<file path="src/rbf_pkg.sv">
`timescale 1ns / 1ps
// Shared types, widths and the square-root step for the radial brush falloff block.
// Depends on nothing; used by rbf_sqrt_stage and radial_brush_falloff_weight_top.
package rbf_pkg;

	localparam int unsigned DistW  = 14;   // squared distance, padded to whole bit pairs
	localparam int unsigned RootW  = 25;   // root of the distance scaled by 2^36
	localparam int unsigned RemW   = 27;
	localparam int unsigned KW     = 8;    // divisor 4r+1
	localparam int unsigned NumW   = 26;
	localparam int unsigned DRemW  = 24;
	localparam int unsigned QW     = 16;
	localparam int unsigned WeightW = 17;
	localparam int unsigned StepsPerStage = 5;
	localparam int unsigned SqrtStages    = 5;
	localparam logic [WeightW-1:0] OneQ16 = 17'h10000;

	// Square-root recurrence state; the unconsumed radicand bits sit at the top of rad.
	typedef struct packed {
		logic [RemW-1:0]  rem;
		logic [RootW-1:0] root;
		logic [DistW-1:0] rad;
	} sqrt_t;

	// Side information that travels with every item.
	typedef struct packed {
		logic [KW-1:0] k;
		logic          r0;
		logic          inr;
	} ctl_t;

	// One step of the restoring square root: takes two radicand bits.
	function automatic sqrt_t sqrt_step(input sqrt_t s);
		sqrt_t          o;
		logic [RemW:0]  t;
		logic [RemW:0]  trial;
		begin
			o = s;
			t = {s.rem[RemW-2:0], s.rad[DistW-1 -: 2]};
			trial = {1'b0, s.root, 2'b01};
			o.rad = {s.rad[DistW-3:0], 2'b00};
			if (t >= trial) begin
				o.rem  = RemW'(t - trial);
				o.root = {s.root[RootW-2:0], 1'b1};
			end else begin
				o.rem  = t[RemW-1:0];
				o.root = {s.root[RootW-2:0], 1'b0};
			end
			return o;
		end
	endfunction

endpackage

</file>
<file path="src/rbf_sqrt_stage.sv">
`timescale 1ns / 1ps
// One registered stage of the pipelined square root: five recurrence steps.
// Depends on rbf_pkg for the state type and the step function.
module rbf_sqrt_stage (
	input  logic          clk,
	input  logic          en,
	input  rbf_pkg::sqrt_t d_in,
	input  rbf_pkg::ctl_t  c_in,
	output rbf_pkg::sqrt_t d_out,
	output rbf_pkg::ctl_t  c_out
);

	rbf_pkg::sqrt_t nxt;

	// Five dependent steps on the partial remainder and root.
	always_comb begin
		nxt = d_in;
		for (int i = 0; i < rbf_pkg::StepsPerStage; i++) begin
			nxt = rbf_pkg::sqrt_step(nxt);
		end
	end

	// Stage register, held while the pipeline stalls.
	always_ff @(posedge clk) begin
		if (en) begin
			d_out <= nxt;
			c_out <= c_in;
		end
	end

endmodule

</file>
<file path="src/radial_brush_falloff_weight_top.sv">
`timescale 1ns / 1ps
// Radial brush falloff weight: a 13-stage pipeline from accept to result.
// Throughput is one item per cycle; the whole pipeline holds when the output is stalled.
// The square root takes five stages and the division by 4r+1 two stages.
// Reset clears all valid bits and sets the radius register to 0.
// Depends on rbf_pkg and rbf_sqrt_stage.
module radial_brush_falloff_weight_top #(
	parameter int unsigned RADIUS_MAX = 63
) (
	input  logic        clk,
	input  logic        arst_n,
	input  logic        in_valid,
	output logic        in_ready,
	input  logic signed [8:0] pixel_x,
	input  logic signed [8:0] pixel_y,
	output logic        out_valid,
	input  logic        out_ready,
	output logic [16:0] weight,
	output logic        in_range,
	input  logic        cfg_valid,
	output logic        cfg_ready,
	input  logic [5:0]  radius
);

	localparam int unsigned NStages = 13;

	logic [NStages-1:0] v_q;
	logic               adv;
	logic [5:0]         radius_q;
	logic [6:0]         r_sat;

	assign adv       = !v_q[NStages-1] || out_ready;
	assign in_ready  = adv;
	assign cfg_ready = 1'b1;
	assign out_valid = v_q[NStages-1];

	// Radius register.
	always_ff @(posedge clk or negedge arst_n) begin
		if (!arst_n) begin
			radius_q <= '0;
		end else if (cfg_valid) begin
			radius_q <= radius;
		end
	end

	// Valid bits travel with the data.
	always_ff @(posedge clk or negedge arst_n) begin
		if (!arst_n) begin
			v_q <= '0;
		end else if (adv) begin
			v_q <= {v_q[NStages-2:0], in_valid};
		end
	end

	// Stage 1: clamp radius, range check, offsets from the center.
	logic signed [9:0] dx_s1, dy_s1;
	rbf_pkg::ctl_t     c_s1;
	logic [7:0]        side;

	assign r_sat = ({1'b0, radius_q} > 7'(RADIUS_MAX)) ? 7'(RADIUS_MAX) : {1'b0, radius_q};
	assign side  = {r_sat, 1'b1};

	always_ff @(posedge clk) begin
		if (adv) begin
			dx_s1   <= 10'(pixel_x) - $signed({3'b000, r_sat});
			dy_s1   <= 10'(pixel_y) - $signed({3'b000, r_sat});
			c_s1.k  <= {r_sat[5:0], 2'b01};
			c_s1.r0 <= (r_sat == '0);
			c_s1.inr <= !pixel_x[8] && !pixel_y[8] &&
				({1'b0, pixel_x[7:0]} < {1'b0, side}) &&
				({1'b0, pixel_y[7:0]} < {1'b0, side});
		end
	end

	// Stage 2: squared distance.
	rbf_pkg::sqrt_t sq_in;
	rbf_pkg::ctl_t  c_s2;
	logic [19:0]    dxx, dyy;

	assign dxx = 20'(dx_s1 * dx_s1);
	assign dyy = 20'(dy_s1 * dy_s1);

	always_ff @(posedge clk) begin
		if (adv) begin
			sq_in.rem  <= '0;
			sq_in.root <= '0;
			sq_in.rad  <= rbf_pkg::DistW'(dxx + dyy);
			c_s2       <= c_s1;
		end
	end

	// Stages 3 to 7: square root of the distance scaled by 2^36.
	rbf_pkg::sqrt_t sq_d [rbf_pkg::SqrtStages+1];
	rbf_pkg::ctl_t  sq_c [rbf_pkg::SqrtStages+1];

	assign sq_d[0] = sq_in;
	assign sq_c[0] = c_s2;

	for (genvar g = 0; g < rbf_pkg::SqrtStages; g++) begin : g_sqrt
		rbf_sqrt_stage u_stage (
			.clk  (clk),
			.en   (adv),
			.d_in (sq_d[g]),
			.c_in (sq_c[g]),
			.d_out(sq_d[g+1]),
			.c_out(sq_c[g+1])
		);
	end

	// Stage 8: round the root up, form the ceiling numerator, test for saturation.
	rbf_pkg::sqrt_t           sq_f;
	logic [rbf_pkg::NumW-1:0] num;
	logic [rbf_pkg::DRemW-1:0] drem_s8;
	logic                     sat_s8;
	rbf_pkg::ctl_t            c_s8;

	assign sq_f = sq_d[rbf_pkg::SqrtStages];
	assign num  = rbf_pkg::NumW'(sq_f.root) + rbf_pkg::NumW'(sq_f.rem != '0)
		+ rbf_pkg::NumW'(sq_c[rbf_pkg::SqrtStages].k) - 1'b1;

	always_ff @(posedge clk) begin
		if (adv) begin
			sat_s8  <= num >= {2'b00, sq_c[rbf_pkg::SqrtStages].k, 16'h0000};
			drem_s8 <= num[rbf_pkg::DRemW-1:0];
			c_s8    <= sq_c[rbf_pkg::SqrtStages];
		end
	end

	// Stages 9 and 10: restoring division, eight quotient bits per stage.
	logic [rbf_pkg::DRemW-1:0] drem_s9;
	logic [7:0]                qh_s9;
	logic [rbf_pkg::QW-1:0]    q_s10;
	logic                      sat_s9, sat_s10;
	rbf_pkg::ctl_t             c_s9, c_s10;
	logic [rbf_pkg::DRemW-1:0] r9, r10;
	logic [7:0]                qh9, ql10;

	always_comb begin
		r9 = drem_s8;
		qh9 = '0;
		for (int i = 7; i >= 0; i--) begin
			if (r9 >= (rbf_pkg::DRemW'(c_s8.k) << (i + 8))) begin
				r9 = r9 - (rbf_pkg::DRemW'(c_s8.k) << (i + 8));
				qh9[i] = 1'b1;
			end
		end
	end

	always_comb begin
		r10 = drem_s9;
		ql10 = '0;
		for (int i = 7; i >= 0; i--) begin
			if (r10 >= (rbf_pkg::DRemW'(c_s9.k) << i)) begin
				r10 = r10 - (rbf_pkg::DRemW'(c_s9.k) << i);
				ql10[i] = 1'b1;
			end
		end
	end

	always_ff @(posedge clk) begin
		if (adv) begin
			drem_s9  <= r9;
			qh_s9    <= qh9;
			sat_s9   <= sat_s8;
			c_s9     <= c_s8;
			q_s10    <= {qh_s9, ql10};
			sat_s10  <= sat_s9;
			c_s10    <= c_s9;
		end
	end

	// Stage 11: n = 1 - c, clamped at zero.
	logic [16:0]   n_s11;
	rbf_pkg::ctl_t c_s11;

	always_ff @(posedge clk) begin
		if (adv) begin
			n_s11 <= sat_s10 ? 17'd0 : rbf_pkg::OneQ16 - {1'b0, q_s10};
			c_s11 <= c_s10;
		end
	end

	// Stage 12: square of n.
	logic [33:0]   p_s12;
	rbf_pkg::ctl_t c_s12;

	always_ff @(posedge clk) begin
		if (adv) begin
			p_s12 <= n_s11 * n_s11;
			c_s12 <= c_s11;
		end
	end

	// Stage 13: output register with the zero-radius and outside-grid cases.
	logic [16:0] w_s13;
	logic        inr_s13;

	always_ff @(posedge clk) begin
		if (adv) begin
			inr_s13 <= c_s12.inr;
			if (!c_s12.inr) begin
				w_s13 <= '0;
			end else if (c_s12.r0) begin
				w_s13 <= rbf_pkg::OneQ16;
			end else begin
				w_s13 <= p_s12[32:16];
			end
		end
	end

	assign weight   = w_s13;
	assign in_range = inr_s13;

endmodule

</file>
<file path="config.mk">
export PLATFORM = sky130hd
export DESIGN_NAME = radial_brush_falloff_weight_top
export DESIGN_NICKNAME = d
export VERILOG_FILES = /design/src/rbf_pkg.sv /design/src/rbf_sqrt_stage.sv /design/src/radial_brush_falloff_weight_top.sv
export SDC_FILE = /design/constraint.sdc
export NUM_CORES = 2
export LEC_CHECK = 0
export ABC_CLOCK_PERIOD_IN_PS = 22200
export BUFFER_PORTS_ARGS = -buffer_cell sky130_fd_sc_hd__buf_4
export CORE_MARGIN = 8
export CORE_UTILIZATION = 45
export DETAILED_ROUTE_END_ITERATION = 8
export SYNTH_ARGS = -nofsm -noshare
export SYNTH_HDL_FRONTEND = slang
export SYNTH_SLANG_ARGS = --single-unit
</file>
<file path="constraint.sdc">
create_clock -name clk -period 22.2 [get_ports clk]
set_clock_uncertainty 0.05 [all_clocks]
set_input_delay 3.33 -clock clk [delete_from_list [all_inputs] [get_ports clk]]
set_output_delay 3.33 -clock clk [all_outputs]
set_load 0.02 [all_outputs]
</file>
## Yosys cells after proc, flatten, opt, wreduce, memory -nomap -nowiden

Index checks and enable logic that the tools add are counted.

- Add/sub/neg operators: 47
- Multiplexer cells: 57
- Order comparisons: 44
- Bitwise gates (word level): 1
- Reduce and logical (&&, ||, !) cells: 10
- Multiply operators: 3

Operator list:

| cell | number |
|---|---|
| $mux W51 | 24 |
| $ge A28 B27 Y1 | 24 |
| $sub A26 B26 Y26 | 23 |
| $mux W24 | 15 |
| $mux W52 | 1 |
| $mul A17 B17 Y33 | 1 |
| $mul A10 B10 Y14 | 2 |
| $reduce_bool A27 Y1 | 1 |
| $sub A27 B27 Y27 | 1 |
| $add A25 B1 Y26 | 1 |
| $add A26 B8 Y26 | 1 |
| $ge A26 B24 Y1 | 1 |
| $sub A26 B1 Y26 const B | 1 |
| $ge A24 B10 Y1 | 1 |
| $ge A24 B11 Y1 | 1 |
| $ge A24 B12 Y1 | 1 |
| $ge A24 B13 Y1 | 1 |
| $ge A24 B14 Y1 | 1 |
| $ge A24 B15 Y1 | 1 |
| $ge A24 B16 Y1 | 1 |
| $ge A24 B17 Y1 | 1 |
| $ge A24 B18 Y1 | 1 |
| $ge A24 B19 Y1 | 1 |
| $ge A24 B20 Y1 | 1 |
| other kinds (34) | 55 |

- Output and inout bits: 21
- Bits in registers: 534

## Longest topological paths before layout

- Depth after elaboration: 16
- Depth in mapped cells: 108
- Mapped depth without buffers: 102

## Hierarchy

From an unflattened synthesis, not the netlist that was laid out.

- Cell total of the unflattened synthesis: 10,192
- Area total of the unflattened synthesis: 84,906.4 sq um

By module, submodules not included:

| module | instances | cells an instance | area an instance (sq um) |
|---|---|---|---|
| rbf_sqrt_stage at g_sqrt[0].u_stage ... | 4 | 1,341 | 10,560.1 |
| radial_brush_falloff_weight_top | 1 | 3,441 | 31,829.3 |
| rbf_sqrt_stage at g_sqrt[4].u_stage | 1 | 1,387 | 10,836.6 |

## Worst setup path after synthesis

No wires, ideal clock.

- Path type: register to register
- Start point: register g_sqrt[3].u_stage.d_out[14] (netlist name)
- End point: register g_sqrt[4].u_stage.d_out[58] (netlist name), data pin
- Data required time: 21,890 ps
- Path slack: 1,624 ps
- Data arrival time: 20,266 ps
- Buffers on the path: 8
- Stages on the path, launching flop included: 108
- Period minus slack after synthesis: 20,576 ps
- Path through: edfxtp_1 inv_1 ha_1 inv_1 fa_1 nor2b_1 o21ai_0 a21boi_0 o21ai_0 a21boi_0 o21ai_0 a21boi_0 o21ai_0 a211oi_1 o21ai_0 nand3_1 clkbuf_1 clkbuf_1 (+72 left out) a21oi_1 o21bai_1 a21oi_1 o21bai_1 a21oi_1 o21bai_1 a21oi_1 o21bai_1 a21oi_1 o21bai_1 a21oi_1 o21bai_1 a21oi_1 o21ai_0 or3_1 nor3b_1 clkbuf_1 mux2_2

RTL lines:

| what | RTL line | source |
|---|---|---|
| from (decl) | rbf_sqrt_stage.sv:9 | `output rbf_pkg::sqrt_t d_out,` |
| from (signal assigned) | rbf_sqrt_stage.sv:26 | `d_out <= nxt;` |
| to (signal assigned) | rbf_sqrt_stage.sv:26 |  |
| to (decl) | rbf_sqrt_stage.sv:9 |  |

## Final worst setup path

- Start point: register c_s9[8] (netlist name)
- End point: register q_s10[0] (netlist name), data pin

- Longest elaborated chain between the ends: 16
- Elaborated cells on any way between the ends: 23
- Classes of those cells: 7 x add/sub; 8 x order compare; 8 x mux

RTL lines:

| what | RTL line | source |
|---|---|---|
| from (decl) | radial_brush_falloff_weight_top.sv:134 | `rbf_pkg::ctl_t c_s9, c_s10;` |
| from (signal assigned) | radial_brush_falloff_weight_top.sv:165 | `c_s9 <= c_s8;` |
| $sub A24 B15 Y24 or $ge A24 B15 Y1 (tied branches) | radial_brush_falloff_weight_top.sv:154, radial_brush_falloff_weight_top.sv:153 |  |
| $mux W24 | radial_brush_falloff_weight_top.sv:153 | `if (r10 >= (rbf_pkg::DRemW'(c_s9.k) << i)) begin` |
| $sub A24 B14 Y24 or $ge A24 B14 Y1 (tied branches) | radial_brush_falloff_weight_top.sv:154, radial_brush_falloff_weight_top.sv:153 |  |
| $mux W24 | radial_brush_falloff_weight_top.sv:153 |  |
| $sub A24 B13 Y24 or $ge A24 B13 Y1 (tied branches) | radial_brush_falloff_weight_top.sv:154, radial_brush_falloff_weight_top.sv:153 |  |
| $mux W24 | radial_brush_falloff_weight_top.sv:153 |  |
| $sub A24 B12 Y24 or $ge A24 B12 Y1 (tied branches) | radial_brush_falloff_weight_top.sv:154, radial_brush_falloff_weight_top.sv:153 |  |
| $mux W24 | radial_brush_falloff_weight_top.sv:153 |  |
| $sub A24 B11 Y24 or $ge A24 B11 Y1 (tied branches) | radial_brush_falloff_weight_top.sv:154, radial_brush_falloff_weight_top.sv:153 |  |
| $mux W24 | radial_brush_falloff_weight_top.sv:153 |  |
| $sub A24 B10 Y24 or $ge A24 B10 Y1 (tied branches) | radial_brush_falloff_weight_top.sv:154, radial_brush_falloff_weight_top.sv:153 |  |
| $mux W24 | radial_brush_falloff_weight_top.sv:153 |  |
| $sub A24 B9 Y24 or $ge A24 B9 Y1 (tied branches) | radial_brush_falloff_weight_top.sv:154, radial_brush_falloff_weight_top.sv:153 |  |
| $mux W24 | radial_brush_falloff_weight_top.sv:153 |  |
| $ge A24 B8 Y1 * | radial_brush_falloff_weight_top.sv:153 |  |
| $mux W1 * | radial_brush_falloff_weight_top.sv:153 |  |
| net ql10[0] | radial_brush_falloff_weight_top.sv:136 | `logic [7:0] qh9, ql10;` |
| to (signal assigned) | radial_brush_falloff_weight_top.sv:166 | `q_s10 <= {qh_s9, ql10};` |
| to (decl) | radial_brush_falloff_weight_top.sv:132 | `logic [rbf_pkg::QW-1:0] q_s10;` |

Mark *: on every way through the listed nets, which the timed path passes. The rest lies on a longest branch.
A chain may end at the register's enable or synchronous reset.

==> qor.txt <==
Detailed Route WL -> 150000 um
FFs w/ async S/R, synth -> 0.0409
Register-to-Register Path Depth -> 94
Most common cell type on the critical path -> a21oi_1
Synthesized area -> 0.0602 mm2
Reg2reg end -> q_s10[0]
Hold endpoint -> q_s10[10]
Post-route antenna net violation count -> 0
Setup crit start kind -> flip-flop
Max frequency -> 0.0488 GHz
Die Span Y -> 382 um
Routability Congestion -> 0.895
Chip width -> 382 um
Fin. Hold Viols -> 0
Initial antenna violation count -> 0
Post-route minimum period -> 20.48 ns
Initial Util -> 0.452
Fin nets -> 7913
Placed cell areas -> 0.0626 mm2
Worst Path Required -> 22.52 ns
Largest net degree at the start of global routing -> 173
Setup tns final -> 0 ns
Residual DRC count -> 0
First-pass GRT wire length -> 249000 um
Hold Crit Start -> qh_s9[2]
Crit path max-delay family -> simple AND/OR/NAND/NOR gates
Clock Path Buffers -> 3
Fillers -> 12.8k
Area Growth Syn to Fin -> 7.47%
Status -> finished clean
Die area -> 0.146 mm2
Period Utilization, post-route -> 0.923
Clock latency at the later pin of the worst-skew pair -> 0.64 ns
Mapped Cells -> 6941
Design Area, Final -> 0.0646 mm2
Htree depth -> 2
Synth cell types -> 113
Share of cells above drive strength 1 -> 0.0602
Num Clock Sinks -> 464
# rows -> 134
GRT overflow -> 0
Seq/Total Area, Yosys -> 0.230
Via density -> 5.66
EDFF count, synth -> 445
WP depth -> 94
CP Data Arrival Time -> 20.80 ns
Worst-path fanout max -> 19
R2R Setup Slk -> 1.72 ns
Slowest cell on crit path -> or4_4
Ys flop type -> edfxtp_1
Wire per inst -> 17.1 um
Max cap viols -> 0
CORE AREA -> 0.133 mm2
Clock-pin slew on the worst setup and hold paths -> 0.06 ns
Hold Crit Depth -> 0
CTS tree -> built
Seq cells post-synth -> 464
Slew margin rel. -> 0.218
Launch point of the worst reg-to-reg path -> c_s9[8]
Worst path buffer plus inverter count -> 10
Final number of max-transition violations -> 0
Synthesized area per cell -> 8.67 um2
DP Wirelength -> 120000 um
Final Setup Violations -> 0
# port buffers -> 48
Crit path largest cell delay -> 0.64 ns
Via count -> 49.6k
Number of warnings issued by yosys -> 0
Violation count after the first detailed-route iteration -> 2940
Tot GR Track Use -> 0.200
CTS root buffer -> clkbuf_16
Worst Tran Pin Value -> 1.14 ns
Hold WC Path Type -> reg -> reg
CP Capture Type -> flip-flop
Top Ports -> 50
Antenna Diode Count -> 0
RSZ-0062 raised after global routing -> false
TritonCTS buffer count -> 56
Pre-Repair DR Iteration Count -> 6
Hold buffer count at cts -> 0
WS Path Type -> reg -> reg
Vias in the first global route -> 48.7k
Final Hold Slack -> 0.362 ns
-- Yosys cell counts (all sizes together) (44+ instances only) --
library cell	instances	area, um2
a211oi	44	330
a21o	152	1140
a21oi	525	2630
a31oi	71	444
and2	179	1120
and3	54	338
clkbuf	147	552
edfxtp	445	13400
fa	312	6250
ha	625	7820
inv	740	2780
mux2	74	841
mux2i	63	634
nand2	531	1990
nand2b	83	519
nand3	145	748
nand4	68	438
nor2	540	2030
nor2b	79	494
nor3	168	877
nor4	87	611
o211ai	50	375
o21a	75	563
o21ai	332	1670
o21bai	105	788
o31ai	66	495
or2	45	282
or3	65	422
xnor2	405	3550
xor2	174	1520
-- worst max-delay path by stage --
| stage | start | endpoint | slack, ns |
|---|---|---|---|
| after floorplan | g_sqrt[3].u_stage.d_out[14] | g_sqrt[4].u_stage.d_out[58] | 1.62 |
| after global placement | drem_s8[0] | drem_s9[15] | 1.16 |
| after detailed placement | drem_s8[0] | drem_s9[15] | 0.78 |
| after CTS | drem_s8[0] | drem_s9[15] | 0.71 |
| after global routing | c_s9[8] | q_s10[0] | 0.01 |
| final | c_s9[8] | q_s10[0] | 1.72 |
-- timing repair --
| action | 4_1_cts | 5_1_grt |
|---|---|---|
| endpoints found under the setup margin | 0 | 69 |
| gates resized for setup | 0 | 39 |
| buffers inserted | 0 | 4 |
-- worst reg2reg max path, delay by kind of cell (launching register included) --
kind	cells	cell delay, ns
buf+inv	10	1.77
simple gates	36	7.51
fa+ha+maj	8	2.76
compound gates	37	6.92
flops	1	0.32
mux	3	0.89
-- flip-flops by register name, summed over array words and instances, names as in the netlist, 8 cells and up --
| register | cells |
|---|---|
| g_sqrt.u_stage.d_out | 206 |
| g_sqrt.u_stage.c_out | 40 |
| drem_s8 | 24 |
| drem_s9 | 24 |
| n_s11 | 17 |
| p_s12 | 17 |
| weight | 17 |
| q_s10 | 16 |
| sq_d | 14 |
| v_q | 13 |
| dx_s1 | 10 |
| dy_s1 | 10 |
| c_s1 | 8 |
| c_s2 | 8 |
| c_s8 | 8 |
| c_s9 | 8 |
| qh_s9 | 8 |
-- metal layers --
layer | GRT usage | up-vias | wire, um
met1 | 0.279 | 23700 | 71700
met5 | 0 | - | 0
met4 | 0.0384 | 0 | 2660
met2 | 0.340 | 897 | 70100
met3 | 0.0196 | 168 | 5510
li1 | - | 24800 | -
-- placed cells by master (no fill, tap or decap), drive strengths merged, types with 152 or more instances in the layout --
master / netlist / routed
fa: 312 / 312
o21ai: 332 / 332
and2: 179 / 179
xor2: 174 / 174
a21oi: 525 / 525
nor2: 540 / 541
edfxtp: 445 / 445
nor3: 168 / 168
inv: 740 / 746
xnor2: 405 / 405
nand2: 531 / 531
a21o: 152 / 152
ha: 625 / 625
-- kinds of logic after synthesis --
| group | share of synthesized area |
|---|---|
| other cells | 0.0000623 |
| fa+ha+maj | 0.234 |
| compound gates | 0.183 |
| mux | 0.0245 |
| xor+xnor | 0.0843 |
| buf+inv | 0.0577 |
| flops | 0.230 |
| simple gates | 0.187 |
-- stage by stage --
step                      setup slack, ns  utilization  instances
after floorplan                      1.62            -       6943
after global placement               1.16        0.470       8651
after detailed placement            0.783        0.470       8651
after CTS                           0.713        0.484       8754
after global routing               0.0126        0.486       8760
final                                1.72        0.486       8760
-- area by class of cell --
cell class / count / area, um2 / area share
timing repair buffer: 113 / 873 / 0.0135
clock buffer: 73 / 1580 / 0.0244
clock inverter: 30 / 288 / 0.00445
inverter: 746 / 2820 / 0.0436
sequential: 464 / 13800 / 0.214
timing repair inverter: 1 / 5.00 / 0.0000774
multi-input combinational: 5565 / 43000 / 0.666
tap: 1768 / 2210 / 0.0342
Power is left out: the tool's default activity adds up to more than one toggle a clock period on the data nets, which glitch-free logic cannot reach.
